<file path="config.mk">
export PLATFORM = sky130hd
export DESIGN_NAME = button_debounce_encoder_decode_top
export DESIGN_NICKNAME = d
export VERILOG_FILES = /design/src/rtl/core/bde_pkg.sv /design/src/rtl/core/button_debounce_encoder_decode_top.sv /design/src/rtl/core/bde_debounce.sv
export SDC_FILE = /design/constraint.sdc
export NUM_CORES = 1
export LEC_CHECK = 0
export ABC_AREA = 1
export BUFFER_PORTS_ARGS = -buffer_cell sky130_fd_sc_hd__buf_2
export CELL_PAD_IN_SITES_DETAIL_PLACEMENT = 1
export CELL_PAD_IN_SITES_GLOBAL_PLACEMENT = 1
export CORE_MARGIN = 4
export CORE_UTILIZATION = 39
export CTS_CLUSTER_DIAMETER = 40
export DETAILED_ROUTE_END_ITERATION = 7
export GPL_TIMING_DRIVEN = 1
export PLACE_DENSITY = 0.76
export SLEW_MARGIN = 20
export SYNTH_ARGS = -nofsm -noshare
export SYNTH_HDL_FRONTEND = slang
export SYNTH_SLANG_ARGS = --single-unit
</file>
<file path="constraint.sdc">
create_clock -name clock -period 1.1 [get_ports clock]
set_input_delay 0.22 -clock clock [delete_from_list [all_inputs] [get_ports clock]]
set_output_delay 0.22 -clock clock [all_outputs]
set_load 0.005 [all_outputs]
</file>
<file path="src/rtl/core/bde_pkg.sv">
`timescale 1ns / 1ps
// ----------------------------------------------------------------------------
// Button debounce and encoder decode package
// Shared flag codes, types and defaults for the debouncer and its top level.
// ----------------------------------------------------------------------------
package bde_pkg;

   // Default number of agreeing samples that make a pin stable.
   localparam int DEBOUNCE_LEN_DEFAULT = 6;

   typedef logic [1:0] flag_type;

   localparam flag_type FLAG_READY   = 2'd0;
   localparam flag_type FLAG_SET     = 2'd1;
   localparam flag_type FLAG_CLEARED = 2'd2;

   // Debounced view of one pin after the newest sample has been shifted in.
   typedef struct packed {
      logic stable_low;
      logic stable_high;
   } stable_type;

endpackage

</file>
<file path="src/rtl/core/button_debounce_encoder_decode_top.sv">
`timescale 1ns / 1ps
// ----------------------------------------------------------------------------
// Button debounce and encoder decode, top level
// Debounces five active-low pins per poll word and keeps six event flags
// (advance, cancel, next, previous, power off, power on) with consumer clears.
// ----------------------------------------------------------------------------
//
//  Channel   Direction  Handshake              Contents
//  req_      in         req_valid / req_ready  five pin samples, six clears
//  rsp_      out        rsp_valid / rsp_ready  six 2-bit flags, power level
//
// Each accepted request word produces exactly one response word, registered
// in the cycle after acceptance. A new request word can be accepted every
// cycle unless a response is stalled; the state update that sets the rate
// completes the history shift and the flag logic between the state registers.
// The request side is ready whenever the response register is empty or is
// being drained in the same cycle, so a stalled response holds back only one
// word. Reset is synchronous and clears the histories to all zeros (which
// read as stable low), the flags to ready and the encoder levels to low.
//
module button_debounce_encoder_decode_top #(
   parameter int DEBOUNCE_LEN = bde_pkg::DEBOUNCE_LEN_DEFAULT
) (
   input  logic              clock,
   input  logic              reset,

   input  logic              req_valid,
   output logic              req_ready,
   input  logic              req_advance_pin,
   input  logic              req_cancel_pin,
   input  logic              req_power_pin,
   input  logic              req_enc_a_pin,
   input  logic              req_enc_b_pin,
   input  logic              req_clear_advance,
   input  logic              req_clear_cancel,
   input  logic              req_clear_next,
   input  logic              req_clear_previous,
   input  logic              req_clear_power_off,
   input  logic              req_clear_power_on,

   output logic              rsp_valid,
   input  logic              rsp_ready,
   output bde_pkg::flag_type rsp_advance_status,
   output bde_pkg::flag_type rsp_cancel_status,
   output bde_pkg::flag_type rsp_next_status,
   output bde_pkg::flag_type rsp_previous_status,
   output bde_pkg::flag_type rsp_power_off_status,
   output bde_pkg::flag_type rsp_power_on_status,
   output logic              rsp_power_level_low
);

   logic accept;

   // Debounced views of the pins, taken with this word's sample included.
   bde_pkg::stable_type adv_stable;
   bde_pkg::stable_type can_stable;
   bde_pkg::stable_type pwr_stable;
   bde_pkg::stable_type enc_a_stable;
   bde_pkg::stable_type enc_b_stable;

   // Flag state and the encoder's debounced levels.
   bde_pkg::flag_type adv_flag_ff,  adv_flag_in;
   bde_pkg::flag_type can_flag_ff,  can_flag_in;
   bde_pkg::flag_type next_flag_ff, next_flag_in;
   bde_pkg::flag_type prev_flag_ff, prev_flag_in;
   bde_pkg::flag_type off_flag_ff,  off_flag_in;
   bde_pkg::flag_type on_flag_ff,   on_flag_in;
   logic              enc_a_level_ff, enc_a_level_in;
   logic              enc_b_level_ff, enc_b_level_in;

   // Response register.
   logic              rsp_valid_ff;
   logic              power_low_ff;

   // The response register is free when empty or when it empties this cycle.
   assign req_ready = !rsp_valid_ff || rsp_ready;
   assign accept    = req_valid && req_ready;

   bde_debounce #(.LEN(DEBOUNCE_LEN)) u_adv (
      .clock(clock), .reset(reset), .shift(accept),
      .sample(req_advance_pin), .stable(adv_stable)
   );

   bde_debounce #(.LEN(DEBOUNCE_LEN)) u_can (
      .clock(clock), .reset(reset), .shift(accept),
      .sample(req_cancel_pin), .stable(can_stable)
   );

   bde_debounce #(.LEN(DEBOUNCE_LEN)) u_pwr (
      .clock(clock), .reset(reset), .shift(accept),
      .sample(req_power_pin), .stable(pwr_stable)
   );

   bde_debounce #(.LEN(DEBOUNCE_LEN)) u_enc_a (
      .clock(clock), .reset(reset), .shift(accept),
      .sample(req_enc_a_pin), .stable(enc_a_stable)
   );

   bde_debounce #(.LEN(DEBOUNCE_LEN)) u_enc_b (
      .clock(clock), .reset(reset), .shift(accept),
      .sample(req_enc_b_pin), .stable(enc_b_stable)
   );

   // Flag update. A clear request takes effect first, so the pin logic below
   // works on the cleared value. A cleared button flag is not set again by a
   // press; only a stable release brings it back to ready.
   always_comb begin
      adv_flag_in    = req_clear_advance   ? bde_pkg::FLAG_CLEARED : adv_flag_ff;
      can_flag_in    = req_clear_cancel    ? bde_pkg::FLAG_CLEARED : can_flag_ff;
      next_flag_in   = req_clear_next      ? bde_pkg::FLAG_CLEARED : next_flag_ff;
      prev_flag_in   = req_clear_previous  ? bde_pkg::FLAG_CLEARED : prev_flag_ff;
      off_flag_in    = req_clear_power_off ? bde_pkg::FLAG_CLEARED : off_flag_ff;
      on_flag_in     = req_clear_power_on  ? bde_pkg::FLAG_CLEARED : on_flag_ff;
      enc_a_level_in = enc_a_level_ff;
      enc_b_level_in = enc_b_level_ff;

      if (adv_stable.stable_low && adv_flag_in == bde_pkg::FLAG_READY) begin
         adv_flag_in = bde_pkg::FLAG_SET;
      end else if (adv_stable.stable_high) begin
         adv_flag_in = bde_pkg::FLAG_READY;
      end

      if (can_stable.stable_low && can_flag_in == bde_pkg::FLAG_READY) begin
         can_flag_in = bde_pkg::FLAG_SET;
      end else if (can_stable.stable_high) begin
         can_flag_in = bde_pkg::FLAG_READY;
      end

      // The two power flags re-arm each other.
      if (pwr_stable.stable_low) begin
         if (off_flag_in == bde_pkg::FLAG_READY) begin
            off_flag_in = bde_pkg::FLAG_SET;
         end
         on_flag_in = bde_pkg::FLAG_READY;
      end else if (pwr_stable.stable_high) begin
         if (on_flag_in == bde_pkg::FLAG_READY) begin
            on_flag_in = bde_pkg::FLAG_SET;
         end
         off_flag_in = bde_pkg::FLAG_READY;
      end

      // A rising debounced edge on A picks its direction from B's level as it
      // stood before this word; B's level is updated afterwards.
      if (enc_a_stable.stable_low) begin
         enc_a_level_in = 1'b0;
      end else if (enc_a_stable.stable_high) begin
         if (!enc_a_level_ff) begin
            if (enc_b_level_ff) begin
               next_flag_in = bde_pkg::FLAG_SET;
            end else begin
               prev_flag_in = bde_pkg::FLAG_SET;
            end
         end
         enc_a_level_in = 1'b1;
      end

      if (enc_b_stable.stable_low) begin
         enc_b_level_in = 1'b0;
      end else if (enc_b_stable.stable_high) begin
         enc_b_level_in = 1'b1;
      end
   end

   always_ff @(posedge clock) begin
      if (reset) begin
         adv_flag_ff    <= bde_pkg::FLAG_READY;
         can_flag_ff    <= bde_pkg::FLAG_READY;
         next_flag_ff   <= bde_pkg::FLAG_READY;
         prev_flag_ff   <= bde_pkg::FLAG_READY;
         off_flag_ff    <= bde_pkg::FLAG_READY;
         on_flag_ff     <= bde_pkg::FLAG_READY;
         enc_a_level_ff <= 1'b0;
         enc_b_level_ff <= 1'b0;
      end else if (accept) begin
         adv_flag_ff    <= adv_flag_in;
         can_flag_ff    <= can_flag_in;
         next_flag_ff   <= next_flag_in;
         prev_flag_ff   <= prev_flag_in;
         off_flag_ff    <= off_flag_in;
         on_flag_ff     <= on_flag_in;
         enc_a_level_ff <= enc_a_level_in;
         enc_b_level_ff <= enc_b_level_in;
      end
   end

   // The flag registers double as the response payload; only the raw power
   // level needs a register of its own.
   always_ff @(posedge clock) begin
      if (reset) begin
         rsp_valid_ff <= 1'b0;
      end else if (accept) begin
         rsp_valid_ff <= 1'b1;
      end else if (rsp_ready) begin
         rsp_valid_ff <= 1'b0;
      end
   end

   always_ff @(posedge clock) begin
      if (accept) begin
         power_low_ff <= !req_power_pin;
      end
   end

   assign rsp_valid            = rsp_valid_ff;
   assign rsp_advance_status   = adv_flag_ff;
   assign rsp_cancel_status    = can_flag_ff;
   assign rsp_next_status      = next_flag_ff;
   assign rsp_previous_status  = prev_flag_ff;
   assign rsp_power_off_status = off_flag_ff;
   assign rsp_power_on_status  = on_flag_ff;
   assign rsp_power_level_low  = power_low_ff;

   // Every accepted word shows up as a response in the next cycle.
   a_accept_gives_response: assert property (@(posedge clock) disable iff (reset)
      (!reset && accept) |=> rsp_valid)
      else $error("accepted word did not produce a response");

   // The power flags re-arm each other, so both can never be set at once.
   a_power_flags_exclusive: assert property (@(posedge clock) disable iff (reset)
      !(off_flag_ff == bde_pkg::FLAG_SET && on_flag_ff == bde_pkg::FLAG_SET))
      else $error("power off and power on flags both set");

   // A clear with a pressed sample cannot be undone by a release in that word.
   a_clear_holds: assert property (@(posedge clock) disable iff (reset)
      (!reset && accept && req_clear_advance && !req_advance_pin)
      |=> rsp_advance_status == bde_pkg::FLAG_CLEARED)
      else $error("advance clear lost");

   // The power level reported belongs to the word just accepted.
   a_power_level: assert property (@(posedge clock) disable iff (reset)
      (!reset && accept) |=> rsp_power_level_low == !$past(req_power_pin))
      else $error("power level does not match the accepted sample");

endmodule

</file>
<file path="src/rtl/core/bde_debounce.sv">
`timescale 1ns / 1ps
// ----------------------------------------------------------------------------
// Pin debouncer
// Shift-register history of one pin, reporting whether the newest LEN
// samples are all low or all high.
// ----------------------------------------------------------------------------
module bde_debounce #(
   parameter int LEN = bde_pkg::DEBOUNCE_LEN_DEFAULT
) (
   input  logic                clock,
   input  logic                reset,
   input  logic                shift,
   input  logic                sample,
   output bde_pkg::stable_type stable
);

   logic [LEN-1:0] history_ff;
   logic [LEN-1:0] history_in;

   // The decision looks at the history including the sample being taken.
   assign history_in = {history_ff[LEN-2:0], sample};

   assign stable.stable_low  = (history_in == '0);
   assign stable.stable_high = (history_in == '1);

   always_ff @(posedge clock) begin
      if (reset) begin
         history_ff <= '0;
      end else if (shift) begin
         history_ff <= history_in;
      end
   end

endmodule
</file>
-- Yosys cells after proc, flatten, opt, wreduce, memory -nomap -nowiden
Index checks and enable logic that the tools add are counted.
- bits in registers: 41
- bits in latches: 0
- bits in writable memories: 0
- memory bits (read-only): 0
- input port bits: 15
- output and inout port bits: 15
- logic and storage cells: 70
- memories: 0
- add/sub/neg operators: 0
- multiply operators: 0
- div/mod/pow operators: 0
- magnitude comparators: 0
- eq/ne operators: 5
- shift-type cells: 0
- multiplexer cells: 30
- bitwise logic cells: 0
- reduce and logical (&&, ||, !) cells: 20
- operators with widths (kind ; number):
    $mux W2 ; 24
    $eq A6 B6 Y1 const B ; 5
    $logic_not A6 Y1 ; 5
    $logic_not A2 Y1 ; 4
    $mux W1 ; 6
    $reduce_bool A2 Y1 ; 3
    $reduce_and A2 Y1 ; 2
    $logic_and A1 B1 Y1 ; 3
    $logic_not A1 Y1 ; 2
    $logic_or A1 B1 Y1 ; 1

-- Logic depth before layout (Yosys ltp)
- word-level depth: 5
- gate-level depth with buffers: 7
- gate-level depth less buffers: 7

-- Cells and area by module
A second synthesis with hierarchy kept.
- cell total of the unflattened synthesis: 274
- area total of the unflattened synthesis: 1828.0 um^2
- modules (own cells, without submodules) (module ; instances ; cells each ; area each (um^2) ; seq. area each (um^2)):
    bde_debounce ; 5 ; 34 ; 217.7 ; 100.1
    button_debounce_encoder_decode_top ; 1 ; 104 ; 739.5 ; 330.3

-- Worst setup path before layout
Ideal clock, no wire load.
- kind: register to register
- start point: reg rsp_valid_ff (netlist: rsp_valid)
- end point: reg next_flag_ff[0] (netlist: rsp_next_status[0])
- setup time: 0.070 ns
- data arrival time: 0.979 ns
- data required time: 1.030 ns
- slack: 0.051 ns
- stages on the path, launching flop included: 6
- path buffers: 0
- period minus slack after synthesis: 1.049 ns
- cells stage by stage: dfxtp_1 > nand2_2 > nand2_2 > nor3_2 > nand2_1 > a21oi_1
- cells in the longest elaborated chain, start to end: 3
- ends and longest elaborated chain (what ; line ; source):
    start: declaration ; button_debounce_encoder_decode_top.sv:72 ; logic rsp_valid_ff;
    start signal: assignment ; button_debounce_encoder_decode_top.sv:190 ; rsp_valid_ff <= 1'b0;
    start signal: assignment ; button_debounce_encoder_decode_top.sv:192 ; rsp_valid_ff <= 1'b1;
    start signal: assignment ; button_debounce_encoder_decode_top.sv:194 ; rsp_valid_ff <= 1'b0;
    $logic_not A1 Y1 ; button_debounce_encoder_decode_top.sv:76 ; assign req_ready = !rsp_valid_ff || rsp_ready;
    $logic_or A1 B1 Y1 ; button_debounce_encoder_decode_top.sv:76 ;
    via req_ready ; button_debounce_encoder_decode_top.sv:28 ; output logic req_ready,
    $logic_and A1 B1 Y1 ; button_debounce_encoder_decode_top.sv:77 ; assign accept = req_valid && req_ready;
    end signal: assignment ; button_debounce_encoder_decode_top.sv:168 ; next_flag_ff <= bde_pkg::FLAG_READY;
    end signal: assignment ; button_debounce_encoder_decode_top.sv:177 ; next_flag_ff <= next_flag_in;
    end: declaration ; button_debounce_encoder_decode_top.sv:64 ; bde_pkg::flag_type next_flag_ff, next_flag_in;
The timed path passes the listed nets, and every way through them passes these cells.
A chain may end at the register's enable or synchronous reset.

-- Worst setup path in the final report
- start point: reg rsp_valid_ff (netlist: rsp_valid)
- end point: out req_ready
- cells in the longest elaborated chain, start to end: 2
- ends and longest elaborated chain (what ; line):
    $logic_not A1 Y1 ; button_debounce_encoder_decode_top.sv:76
    $logic_or A1 B1 Y1 ; button_debounce_encoder_decode_top.sv:76
    end: declaration ; button_debounce_encoder_decode_top.sv:28
No other way between the ends.

==> results.tsv <==
metric	value	unit
outcome	finished, violations left	
violations	setup timing	
overflow	0	
fillers	531	
drc_errors	0	
portBuffers	29	
pwr_density_cell	1390	nW/um^2
slew_headroom	83.6	%
cts_tree	done	
r2r_setup_slack	-0.03	ns
vias	1688	
max_freq	847	MHz
ys_seq_area_share	48.4	%
peakVddDrop	590	uV
pin_count	30	
clock_sinks	41	
cp_max_fo	3	
routedWlPerCell	13.3	microns
coreArea	4120	sq um
cp_common_cell	buf_6	
dpl.cell_count	325	
routabilityCongestion	0.746	
drive_gt1_share	25.6	%
crit_family	flip-flops	
grt.total_usage	17.5	%
num_rows	23	
hold_path.class	in -> reg	
diodes	0	
nets	300	
synth-seq-cells	41	
syn-cell-area	1720	sq um
final_common_cell	nor2_1	
p_leak	1.00	nW
layout_setup_ws	-0.0804	ns
clk_latency	0.29	ns
drt_iter0_drc	87	
finalSetupViolations	7	
grt_pass1_wl	7560	microns
layout_common_cells	nor2_1, dfxtp_1, nand2_1	
cts_root_buffer	clkbuf_8	
clk_path_buf_depth	2	
crit_buf_inv	2	
finalHoldViolations	0	
grt_setup_unrepaired	true	
power	3.12	mW
die_h	74.4	microns
die_x	74.4	microns
ant_nets	0	
firstDrtPassIters	4	
cp-start-kind	flip-flop	
crit_type	reg -> out	
drv_slew	0	
grt_antenna_before_repair	0	
first_global_vias	1701	
worstPathArrival	0.96	ns
endpoint_kind	output port	
postSynthAreaPerCell	7.07	sq um
synth_nets	258	
dieArea	5530	sq um
path_cells	nand2_4 > buf_6 > buf_6	
clkTransAtPathRegs	0.08	ns
grt_max_degree	32	
critPathRequiredTime	0.88	ns
fin_hold_ws	0.205	ns
via_per_inst	5.04	
drt_wl_total	4440	microns
skew	0.00560	ns
htreeDepth	2	
netlist_instances	243	
worstMarginPinSlew	0.243	ns
ys_warn_count	0	
start_util	41.7	%
final_cells	335	
post-dp-hpwl	3120	microns
slowest_delay	0.38	ns
yosysUniqueCellTypes	20	
cp_slowest_cell	dfxtp_4	
syn2layout_area_growth	30.3	%
final_util	54.4	%
fin_crit	1.18	ns
post-place-ws	-0.125	ns
maxCapViolCount	0	
cts_buffers	5	
min_period_over_period	107	%
cell usage after synthesis, drive strengths merged:
| cell type | n | area share (%) |
|---|---|---|
| nor2 | 62 | 14 |
| dfxtp | 40 | 47 |
| nand2 | 35 | 7.9 |
| o21ai | 33 | 9.6 |
| a21oi | 24 | 7.2 |
| inv | 20 | 4.4 |
| nand3 | 8 | 2.3 |
| buf | 7 | 1.9 |
| nand4 | 4 | 1.5 |
| clkbuf | 3 | 0.80 |
| nand3b | 2 | 0.87 |
| nor3 | 2 | 0.87 |
| edfxtp | 1 | 1.7 |
| nor2b | 1 | 0.36 |
| or2 | 1 | 0.36 |
area by class of cell:
cell class | count | area, sq um | share of cell area [%]
Clock buffer | 7 | 86.3 | 3.86
Sequential cell | 41 | 841 | 37.6
Tap cell | 50 | 62.6 | 2.79
Multi-Input combinational cell | 172 | 827 | 36.9
Inverter | 20 | 75.1 | 3.35
Timing Repair Buffer | 45 | 347 | 15.5
path summary, 6_finish.rpt:
check	startpoint	to	cells past startpoint
max	rsp_valid	req_ready	3
min	req_enc_b_pin	u_enc_b.history_ff[0]	3
max reg2reg	rsp_valid	enc_b_level_ff	8
min reg2reg	u_enc_b.history_ff[4]	u_enc_b.history_ff[4]	2
sequential cells by signal, indices dropped and copies added, names as in the netlist, 2 cells and up:
register              cells
u_enc_b.history_ff        5
rsp_cancel_status         2
u_adv.history_ff          5
rsp_advance_status        2
rsp_previous_status       2
u_pwr.history_ff          5
u_enc_a.history_ff        5
rsp_power_on_status       2
u_can.history_ff          5
rsp_power_off_status      2
rsp_next_status           2
stage by stage:
step                area [sq um]  setup TNS [ns]
global placement            2010          -0.152
CTS                         2140          -0.635
global route                2240          -0.860
floorplan                   1720               0
detailed placement          2010          -0.783
finish                      2240          -0.151
power breakdown:
group          total, mW  switching, mW  internal (mW)  leakage [nW]
clock network      0.988          0.490          0.498        0.0443
registers           1.66         0.0758           1.58         0.341
logic              0.470          0.253          0.217         0.617
cells by family (layout without fill, tap and decap cells):
kind of cell / after synthesis / in the layout / share of synthesized area, %
AND/OR/NAND/NOR: 115 / 115 / 27.7
AO/OA/AOI/OAI: 57 / 57 / 16.8
buffers and inverters: 30 / 72 / 7.06
flip-flops: 41 / 41 / 48.4
tightest hold or removal path, delay by kind of cell:
kind,cells,cell delay (ns)
AO/OA/AOI/OAI,1,0.06
buffers and inverters,2,0.18
layer usage:
metal | GRT usage (%) | vias up | routed length [microns]
met1 | 22.5 | 794 | 2040
met5 | 0 | - | 0
met3 | 3.51 | 4 | 152
met2 | 29.5 | 25 | 2210
li1 | - | 865 | -
met4 | 5.73 | 0 | 37
timing repair:
item                                    CTS  global route
setup buffers                             1             2
hold buffers                              0             0
pin swaps                                 2             8
endpoints found under the setup margin   23            37
resized for setup                         9            36
No activity file was read; power rests on OpenSTA's default activity.
